File: config.mk
export PLATFORM = sky130hd
export DESIGN_NAME = sensor_calibration_capture_core
export DESIGN_NICKNAME = d
export VERILOG_FILES = /design/src/hdl/scc_pkg.sv /design/src/hdl/scc_ram.sv /design/src/hdl/sensor_calibration_capture_core.sv
export SDC_FILE = /design/constraint.sdc
export NUM_CORES = 2
export LEC_CHECK = 0
export ABC_AREA = 1
export BUFFER_PORTS_ARGS = -buffer_cell sky130_fd_sc_hd__buf_2
export CAP_MARGIN = 25
export CORE_ASPECT_RATIO = 1.5
export CORE_UTILIZATION = 40
export DETAILED_ROUTE_END_ITERATION = 6
export PLACE_DENSITY = 0.64
export SLEW_MARGIN = 20
export SYNTH_ARGS = -nofsm -noshare
export SYNTH_HDL_FRONTEND = slang
export SYNTH_SLANG_ARGS = --single-unit
File: constraint.sdc
create_clock -name clk -period 10.4 [get_ports clk]
set_input_delay 0 -clock clk [delete_from_list [all_inputs] [get_ports clk]]
set_output_delay 0 -clock clk [all_outputs]
set_load 0.1 [all_outputs]
File: src/hdl/scc_pkg.sv
// Shared types and codes of the sensor calibration capture block.
// No dependencies; imported by the core.
package scc_pkg;

  localparam int IN_DATA_W  = 48;
  localparam int IN_USER_W  = 3;
  localparam int OUT_DATA_W = 88;
  localparam int OUT_USER_W = 2;
  localparam int CFG_IDX_W  = 2;
  localparam int CFG_DATA_W = 8;

  localparam logic [6:0] DZ_AT_FLEX  = 7'd10;
  localparam logic [7:0] FWD_X_RESET = 8'd127;

  typedef enum logic [2:0] {
    MODE_BUTTON  = 3'd0,
    MODE_FLEX    = 3'd1,
    MODE_STICK   = 3'd2,
    MODE_TRIGGER = 3'd3,
    MODE_START   = 3'd4
  } mode_t;

  typedef enum logic [2:0] {
    STEP_IDLE     = 3'd0,
    STEP_FLEX     = 3'd1,
    STEP_CENTER   = 3'd2,
    STEP_RANGE    = 3'd3,
    STEP_DEADZONE = 3'd4,
    STEP_FORWARD  = 3'd5,
    STEP_TRIGGER  = 3'd6
  } step_t;

  typedef enum logic [1:0] {
    REC_STATUS = 2'd0,
    REC_FLEX   = 2'd1,
    REC_STICK  = 2'd2
  } rec_kind_t;

  typedef enum logic [1:0] {
    REG_DEADZONE = 2'd0,
    REG_CENTER   = 2'd1,
    REG_TRIG_MIN = 2'd2,
    REG_TRIG_MAX = 2'd3
  } reg_idx_t;

  typedef enum logic [2:0] {
    ST_IDLE,
    ST_FWB,
    ST_STATUS,
    ST_CRD,
    ST_CEMIT,
    ST_STICK
  } state_t;

endpackage

File: src/hdl/scc_ram.sv
// Generic single-port-write, single-port-read RAM with registered read data.
// Read data holds until the next read. No dependencies.
module scc_ram #(
  parameter int WIDTH = 32,
  parameter int DEPTH = 16,
  localparam int AW = (DEPTH > 1) ? $clog2(DEPTH) : 1
) (
  input  logic             clk,
  input  logic             we,
  input  logic [AW-1:0]    waddr,
  input  logic [WIDTH-1:0] wdata,
  input  logic             re,
  input  logic [AW-1:0]    raddr,
  output logic [WIDTH-1:0] rdata
);

  logic [WIDTH-1:0] mem [DEPTH];

  always_ff @(posedge clk) begin
    if (we) begin
      mem[waddr] <= wdata;
    end
    if (re) begin
      rdata <= mem[raddr];
    end
  end

endmodule

File: src/hdl/sensor_calibration_capture_core.sv
// Sensor calibration capture core: step sequencer, flex min/max RAM, stick
// and trigger measurement, commit record stream. Uses scc_pkg and scc_ram.
//
// A user of this block: each input word yields one status word, except the
// button edge that leaves the trigger step (or the flex step on the short
// path), which yields SENSORS flex records and a final stick/trigger record
// with tlast. A non-flex word is accepted, then its status word is loaded;
// a flex sample has its min/max pair read from the flex RAM on accept,
// then updated and written back (ST_FWB) before the status word. A commit is
// accepted, reads the first entry (ST_CRD), then emits one record a cycle
// from the RAM read port while the output is not stalled, then the stick record.
// The flex RAM needs no clearing pass; per-entry valid bits stand in for
// its start values. The config channel is always ready.
module sensor_calibration_capture_core
  import scc_pkg::*;
#(
  parameter int SENSORS   = 16,
  parameter int FLEX_BITS = 16
) (
  input  logic                  clk,
  input  logic                  rst,
  input  logic                  s_tvalid,
  output logic                  s_tready,
  // button_level, full_path, sensor_index[3:0], flex_value[15:0],
  // stick_x[7:0], stick_y[7:0], trigger_value[7:0], zero fill
  input  logic [IN_DATA_W-1:0]  s_tdata,
  // mode[2:0]
  input  logic [IN_USER_W-1:0]  s_tuser,
  output logic                  m_tvalid,
  input  logic                  m_tready,
  // step[2:0], record_sensor[3:0], cal_min[15:0], cal_max[15:0],
  // center_x, center_y, stick_range, forward_x, forward_y (8 each),
  // deadzone_pct[6:0], zero fill
  output logic [OUT_DATA_W-1:0] m_tdata,
  // record_kind[1:0]
  output logic [OUT_USER_W-1:0] m_tuser,
  output logic                  m_tlast,
  input  logic                  cfg_valid,
  output logic                  cfg_ready,
  input  logic [CFG_IDX_W-1:0]  cfg_index,
  input  logic [CFG_DATA_W-1:0] cfg_data
);

  localparam int AW = (SENSORS > 1) ? $clog2(SENSORS) : 1;
  localparam int FB = FLEX_BITS;
  localparam logic [16:0] FLEX_TOP = 17'((64'd1 << FLEX_BITS) - 64'd1);
  localparam logic [AW-1:0] LAST_ADDR = AW'(SENSORS - 1);
  localparam logic [5:0] SENS_CNT = 6'(SENSORS);

  // input fields
  logic [2:0]  in_mode;
  logic        in_btn, in_full;
  logic [3:0]  in_idx;
  logic [15:0] in_flex;
  logic [7:0]  in_sx, in_sy, in_tv;

  assign in_mode = s_tuser[2:0];
  assign in_btn  = s_tdata[0];
  assign in_full = s_tdata[1];
  assign in_idx  = s_tdata[5:2];
  assign in_flex = s_tdata[21:6];
  assign in_sx   = s_tdata[29:22];
  assign in_sy   = s_tdata[37:30];
  assign in_tv   = s_tdata[45:38];

  state_t state, state_next;
  step_t  cur_step;
  logic   full_flag, btn_prev, commit_full;

  logic [6:0] dflt_dz;
  logic [7:0] dflt_center, dflt_tmin, dflt_tmax;

  logic [7:0] meas_x, meas_y, center_x, center_y;
  logic [7:0] dir_up, dir_down, dir_left, dir_right;
  logic [7:0] range_work;
  logic [6:0] dz_work;
  logic signed [7:0] best_x, best_y, fwd_x, fwd_y;
  logic [15:0] best_mag;
  logic [7:0] trig_lo, trig_hi;

  logic [SENSORS-1:0] flex_vld;
  logic [AW-1:0]      fl_addr, cnt;
  logic [FB-1:0]      fl_val;

  logic            ram_we, ram_re;
  logic [AW-1:0]   ram_raddr;
  logic [2*FB-1:0] ram_wdata, ram_rdata;

  logic acc, slot_free, out_load, btn_edge, flex_go, do_commit, enter_en;
  step_t enter_step;

  assign acc       = s_tvalid && s_tready;
  assign slot_free = !m_tvalid || m_tready;
  assign cfg_ready = 1'b1;
  assign btn_edge  = in_btn && !btn_prev;
  assign flex_go   = (in_mode == MODE_FLEX) && (cur_step == STEP_FLEX) &&
                     ({2'b00, in_idx} < SENS_CNT);

  // step sequencing on the accepted word
  always_comb begin
    enter_en   = 1'b0;
    enter_step = STEP_IDLE;
    do_commit  = 1'b0;
    if (in_mode == MODE_START) begin
      enter_en   = 1'b1;
      enter_step = STEP_FLEX;
    end else if (in_mode == MODE_BUTTON && btn_edge) begin
      unique case (cur_step)
        STEP_FLEX: begin
          if (full_flag) begin
            enter_en   = 1'b1;
            enter_step = STEP_CENTER;
          end else begin
            do_commit = 1'b1;
          end
        end
        STEP_CENTER: begin
          enter_en   = 1'b1;
          enter_step = STEP_RANGE;
        end
        STEP_RANGE: begin
          enter_en   = 1'b1;
          enter_step = STEP_DEADZONE;
        end
        STEP_DEADZONE: begin
          enter_en   = 1'b1;
          enter_step = STEP_FORWARD;
        end
        STEP_FORWARD: begin
          enter_en   = 1'b1;
          enter_step = STEP_TRIGGER;
        end
        STEP_TRIGGER: do_commit = 1'b1;
        default: ;
      endcase
    end
  end

  // stick deviation math
  logic signed [7:0]  dx, dy;
  logic [7:0]         neg_dx, neg_dy, min_ab, min_cd, min_rng;
  logic signed [15:0] sq_x, sq_y;
  logic [15:0]        mag;

  always_comb begin
    dx      = signed'(in_sx - center_x);
    dy      = signed'(in_sy - center_y);
    neg_dx  = 8'(-dx);
    neg_dy  = 8'(-dy);
    sq_x    = dx * dx;
    sq_y    = dy * dy;
    mag     = unsigned'(sq_x) + unsigned'(sq_y);
    min_ab  = (dir_down < dir_up) ? dir_down : dir_up;
    min_cd  = (dir_right < dir_left) ? dir_right : dir_left;
    min_rng = (min_cd < min_ab) ? min_cd : min_ab;
  end

  // flex write-back
  logic [FB-1:0] old_lo, old_hi, new_lo, new_hi, sat_val;

  always_comb begin
    sat_val = ({1'b0, in_flex} > FLEX_TOP) ? '1 : in_flex[FB-1:0];
    old_lo  = flex_vld[fl_addr] ? ram_rdata[FB-1:0] : '1;
    old_hi  = flex_vld[fl_addr] ? ram_rdata[2*FB-1:FB] : '0;
    new_lo  = (fl_val < old_lo) ? fl_val : old_lo;
    new_hi  = (fl_val > old_hi) ? fl_val : old_hi;
    ram_wdata = {new_hi, new_lo};
  end

  scc_ram #(
    .WIDTH(2 * FB),
    .DEPTH(SENSORS)
  ) u_flex_ram (
    .clk  (clk),
    .we   (ram_we),
    .waddr(fl_addr),
    .wdata(ram_wdata),
    .re   (ram_re),
    .raddr(ram_raddr),
    .rdata(ram_rdata)
  );

  // next state
  always_comb begin
    state_next = state;
    unique case (state)
      ST_IDLE: begin
        if (acc) begin
          if (flex_go) begin
            state_next = ST_FWB;
          end else if (do_commit) begin
            state_next = ST_CRD;
          end else begin
            state_next = ST_STATUS;
          end
        end
      end
      ST_FWB:    state_next = ST_STATUS;
      ST_STATUS: if (slot_free) state_next = ST_IDLE;
      ST_CRD:    state_next = ST_CEMIT;
      ST_CEMIT:  if (slot_free && cnt == LAST_ADDR) state_next = ST_STICK;
      ST_STICK:  if (slot_free) state_next = ST_IDLE;
      default:   state_next = ST_IDLE;
    endcase
  end

  // control outputs
  always_comb begin
    s_tready  = (state == ST_IDLE);
    ram_we    = (state == ST_FWB);
    ram_re    = 1'b0;
    ram_raddr = '0;
    out_load  = 1'b0;
    unique case (state)
      ST_IDLE: begin
        if (acc && flex_go) begin
          ram_re    = 1'b1;
          ram_raddr = AW'(in_idx);
        end
      end
      ST_CRD: ram_re = 1'b1;
      ST_CEMIT: begin
        out_load = slot_free;
        if (slot_free && cnt != LAST_ADDR) begin
          ram_re    = 1'b1;
          ram_raddr = cnt + 1'b1;
        end
      end
      ST_STATUS, ST_STICK: out_load = slot_free;
      default: ;
    endcase
  end

  // record assembly
  logic [OUT_DATA_W-1:0] rec_data;
  rec_kind_t             rec_kind;
  logic                  rec_last;
  logic [15:0]           rmin, rmax;

  always_comb begin
    rec_data = '0;
    rec_kind = REC_STATUS;
    rec_last = 1'b1;
    rmin     = '0;
    rmax     = '0;
    priority case (state)
      ST_CEMIT: begin
        rec_kind = REC_FLEX;
        rec_last = 1'b0;
        rmin = flex_vld[cnt] ? 16'(ram_rdata[FB-1:0]) : FLEX_TOP[15:0];
        rmax = flex_vld[cnt] ? 16'(ram_rdata[2*FB-1:FB]) : 16'd0;
        rec_data = {2'b00, 7'd0, 8'd0, 8'd0, 8'd0, 8'd0, 8'd0, rmax, rmin,
                    4'(cnt), 3'(STEP_IDLE)};
      end
      ST_STICK: begin
        rec_kind = REC_STICK;
        rmin = 16'(commit_full ? trig_lo : dflt_tmin);
        rmax = 16'(commit_full ? trig_hi : dflt_tmax);
        rec_data = {2'b00, dz_work, fwd_y, fwd_x, range_work, center_y, center_x,
                    rmax, rmin, 4'd0, 3'(STEP_IDLE)};
      end
      default: begin
        rec_data = {85'd0, 3'(cur_step)};
      end
    endcase
  end

  always_ff @(posedge clk) begin
    if (rst) begin
      state       <= ST_IDLE;
      cur_step    <= STEP_IDLE;
      full_flag   <= 1'b1;
      btn_prev    <= 1'b0;
      flex_vld    <= '0;
      m_tvalid    <= 1'b0;
      dflt_dz     <= 7'd10;
      dflt_center <= 8'd127;
      dflt_tmin   <= 8'd80;
      dflt_tmax   <= 8'd110;
    end else begin
      state <= state_next;

      if (cfg_valid) begin
        unique case (cfg_index)
          REG_DEADZONE: dflt_dz     <= cfg_data[6:0];
          REG_CENTER:   dflt_center <= cfg_data;
          REG_TRIG_MIN: dflt_tmin   <= cfg_data;
          REG_TRIG_MAX: dflt_tmax   <= cfg_data;
          default: ;
        endcase
      end

      if (out_load) begin
        m_tvalid <= 1'b1;
      end else if (m_tready) begin
        m_tvalid <= 1'b0;
      end

      if (ram_we) begin
        flex_vld[fl_addr] <= 1'b1;
      end

      if (acc) begin
        if (in_mode == MODE_BUTTON) begin
          btn_prev <= in_btn;
        end
        if (in_mode == MODE_START) begin
          full_flag <= in_full;
        end
        if (do_commit) begin
          cur_step <= STEP_IDLE;
        end else if (enter_en) begin
          cur_step <= enter_step;
          if (enter_step == STEP_FLEX) begin
            flex_vld <= '0;
          end
        end
      end
    end
  end

  // payload and measurement registers
  always_ff @(posedge clk) begin
    if (out_load) begin
      m_tdata <= rec_data;
      m_tuser <= rec_kind;
      m_tlast <= rec_last;
    end

    if (state == ST_CRD) begin
      cnt <= '0;
    end else if (state == ST_CEMIT && slot_free && cnt != LAST_ADDR) begin
      cnt <= cnt + 1'b1;
    end

    if (acc) begin
      fl_addr <= AW'(in_idx);
      fl_val  <= sat_val;
      if (do_commit) begin
        commit_full <= (cur_step == STEP_TRIGGER);
      end

      if (enter_en) begin
        unique case (enter_step)
          STEP_FLEX: begin
            center_x   <= dflt_center;
            center_y   <= dflt_center;
            range_work <= dflt_center;
            fwd_x      <= signed'(FWD_X_RESET);
            fwd_y      <= '0;
            dz_work    <= DZ_AT_FLEX;
          end
          STEP_CENTER: begin
            meas_x <= '0;
            meas_y <= '0;
          end
          STEP_RANGE: begin
            center_x  <= meas_x;
            center_y  <= meas_y;
            dir_up    <= '0;
            dir_down  <= '0;
            dir_left  <= '0;
            dir_right <= '0;
          end
          STEP_DEADZONE: begin
            range_work <= min_rng;
            dz_work    <= dflt_dz;
          end
          STEP_FORWARD: begin
            best_x   <= '0;
            best_y   <= '0;
            best_mag <= '0;
          end
          STEP_TRIGGER: begin
            fwd_x   <= best_x;
            fwd_y   <= best_y;
            trig_lo <= 8'hFF;
            trig_hi <= 8'h00;
          end
          default: ;
        endcase
      end

      if (in_mode == MODE_STICK) begin
        priority case (cur_step)
          STEP_CENTER: begin
            meas_x <= in_sx;
            meas_y <= in_sy;
          end
          STEP_RANGE: begin
            if (dx > 0) begin
              if (dx > signed'({1'b0, dir_right[6:0]}) || dir_right[7] == 1'b0 &&
                  8'(dx) > dir_right) dir_right <= 8'(dx);
            end else if (neg_dx > dir_left) begin
              dir_left <= neg_dx;
            end
            if (dy > 0) begin
              if (8'(dy) > dir_up) dir_up <= 8'(dy);
            end else if (neg_dy > dir_down) begin
              dir_down <= neg_dy;
            end
          end
          STEP_FORWARD: begin
            if (mag > best_mag) begin
              best_x   <= dx;
              best_y   <= dy;
              best_mag <= mag;
            end
          end
          default: ;
        endcase
      end

      if (in_mode == MODE_TRIGGER && cur_step == STEP_TRIGGER) begin
        if (in_tv < trig_lo) trig_lo <= in_tv;
        if (in_tv > trig_hi) trig_hi <= in_tv;
      end
    end
  end

  a_one_at_a_time: assert property (@(posedge clk) disable iff (rst)
    s_tvalid && s_tready |=> !s_tready)
    else $error("input accepted while previous word still in work");

  a_flex_not_last: assert property (@(posedge clk) disable iff (rst)
    m_tvalid && m_tuser == REC_FLEX |-> !m_tlast)
    else $error("flex record marked last");

  a_commit_idle: assert property (@(posedge clk) disable iff (rst)
    state == ST_CEMIT || state == ST_CRD || state == ST_STICK |-> cur_step == STEP_IDLE)
    else $error("commit running outside idle step");

  a_stick_after_sweep: assert property (@(posedge clk) disable iff (rst)
    state == ST_STICK |-> cnt == LAST_ADDR)
    else $error("stick record before all flex records");

endmodule
==> metrics.txt <==
Critical Path Start Type=register; Non-Filler Instances=5607; minimum clock period=9.19 ns; storage element area=0.0251 sq mm; Root Buffer=clkbuf_16; Synth warnings=0; post-synth top area share=0.555; outcome=finished clean; DR WL/cell=21.0 microns; Via density=5.30; Die X=270 microns; wire length on met3=6960 microns; die area=0.109 sq mm; metal2 WL=59800 microns; Yosys cell types=59; DRC viols=0; layout cells sized above 1=0.143; final setup vio count=0; ys flop type=edfxtp_1; cell area after synthesis=0.0431 sq mm; Syn-to-layout area delta=14.4%; DIE HEIGHT=404 microns; Post-CTS Setup Bufs=0; GRT Total Usage=0.215; CP required=10.81 ns; CTS clk-pin slew, worst paths=0.06 ns; Crit Path Max Fanout=57; vias in the first global route=29300; row count=147; Top Layer Used=met5; initial antenna violation count=5; slowest cell on the critical path=fa_1; initial DRC count=2331; Mean Syn Cell Area=11.1 sq um; hold crit path type=in -> reg; WS Path Type=reg -> reg; placed cell count=5360; CP Data Arrival Time=9.60 ns; Clock Skews=0.0348 ns; post-layout util=0.461; Pre-antenna DRT Iters=5; slowest stage delay, CP=0.55 ns; multi-input combinational cell area=0.0157 sq mm; asr flop ratio synth=0; Met1 Wirelength=45800 microns; CTS Buf Count=85; Nets=4492; Final Hold Vio Count=0; FMAX=109 MHz; number of synthesized flops with an enable pin=797; Skew-Pair Late Insertion Delay=0.69 ns; Overflow after GRT=0; # hold bufs at CTS=83; Synth area leader=edfxtp_1; PortBufs=154; CTS H-tree depth=3; Crit. End Element=register; fillcell total=9712; Core Area=0.107 sq mm; num ports=160; global-route wire length before repair=177000 microns; Routed WL=118000 microns; period utilization=0.884; Seq/Total Area, Yosys=0.583; CTS resizes=0; Synth Instances=3900; Seq cells post-synth=857; Pins Over Slew Limit=0; largest net degree at the start of global routing=125; Routed Antenna Nets=0; top post-synthesis cells by area=edfxtp_1, ha_1, fa_1; Initial Util=0.403; hpwl dp=75300 microns; RSZ-0062 raised after global routing=false; placer congestion estimate=0.881; most numerous cell on the critical path=nand2_1; TritonCTS clock tree=yes; Rel. slew slack=0.287; setup TNS=0 ns; Tightest Pin Transition=1.07 ns; vias=29700; CTS Sinks=857; clk buf depth=3; max_cap viols=0
## stage by stage
step / hold slack, ns / cell area, sq um / worst slack (ns)
floorplan: 0.0989 / 43100 / 2.12
global placement: 0.177 / 45600 / 1.19
detailed placement: 0.178 / 45600 / 1.23
CTS: 0.00138 / 49300 / 1.19
global route: 0.0304 / 49400 / 0.496
finish: 0.0301 / 49400 / 1.21
## cells by family (layout without fill, tap and decap cells)
family | Yosys count | in the layout | share of synthesized area
AND/OR/NAND/NOR | 1275 | 1275 | 0.131
flip-flops | 857 | 857 | 0.583
AO/OA/AOI/OAI | 766 | 766 | 0.109
buffers and inverters | 644 | 934 | 0.0586
adder cells (fa/ha/maj) | 303 | 303 | 0.108
XOR/XNOR | 53 | 53 | 0.0114
other | 2 | 4 | 0.000174
## layout make-up
type                       count  share of cell area
clock buffer                  99              0.0448
timing repair buffer         311              0.0442
tap                         1415              0.0359
multi-input combinational   2400               0.318
antenna                        1           0.0000507
inverter                     468              0.0358
clock inverter                56              0.0120
sequential                   857               0.509
## cell usage in the layout, fill, tap and decap left out, drive strengths merged, types with 60 or more instances in the layout
master,count
a21oi,125
buf,224
clkbuf,103
dfxtp,60
dlygate4sd3,83
edfxtp,797
fa,113
ha,190
inv,472
nand2,462
nand3,198
nor2,390
o211ai,237
o21ai,343
or2,170
## worst max-delay path, delay by kind of cell, from the launching register on
kind	cells	cell delay, ns
DFF	1	0.40
buffers and inverters	8	0.87
xor gates and xnor gates	2	0.31
AOI/OAI and AO/OA	8	1.43
and+or+nand+nor	16	2.12
adders and majority gates	10	3.78
## synthesized netlist by cell type (7+ instances only)
cell	count
nand2_1	457
clkbuf_1	102
buf_2	54
xor2_1	34
nand4_1	11
or2_1	10
a21oi_1	125
o21ai_2	8
fa_1	113
o21ai_1	55
nor2_1	383
a32o_1	7
o211ai_1	237
buf_4	9
ha_1	190
or2_2	160
nand3_1	197
inv_2	18
buf_1	10
dfxtp_1	60
o221ai_1	18
inv_1	450
o21ai_0	279
edfxtp_1	797
xnor2_1	17
nor3_1	28
## final timing paths
check                            startpoint                        end  slack, ns  cells past startpoint
setup / recovery      center_y[0]$_DFFE_PP_     best_mag[15]$_DFFE_PP_       1.21                     44
hold / removal                  s_tdata[20]       fl_val[14]$_DFFE_PP_       0.03                      2
setup reg to reg      center_y[0]$_DFFE_PP_     best_mag[15]$_DFFE_PP_       1.21                     44
hold reg to reg   dflt_tmin[2]$_SDFFE_PP0P_  dflt_tmin[2]$_SDFFE_PP0P_       0.46                      2
## routing by layer
layer,vias to the layer above,global-route usage
li1,14000,-
met1,14500,0.258
met2,1009,0.382
met3,261,0.0290
met4,8,0.0945
met5,-,0
## flip-flops by register name (all words and copies together) (netlist names), 16 cells and up
name / cells
flex_vld: 16
fl_val: 16
best_mag: 16
u_flex_ram.rdata: 32
m_tdata: 86
u_flex_ram.mem: 512
Power is left out: the tool's default activity adds up to more than one toggle a clock period on the data nets, which glitch-free logic cannot reach.
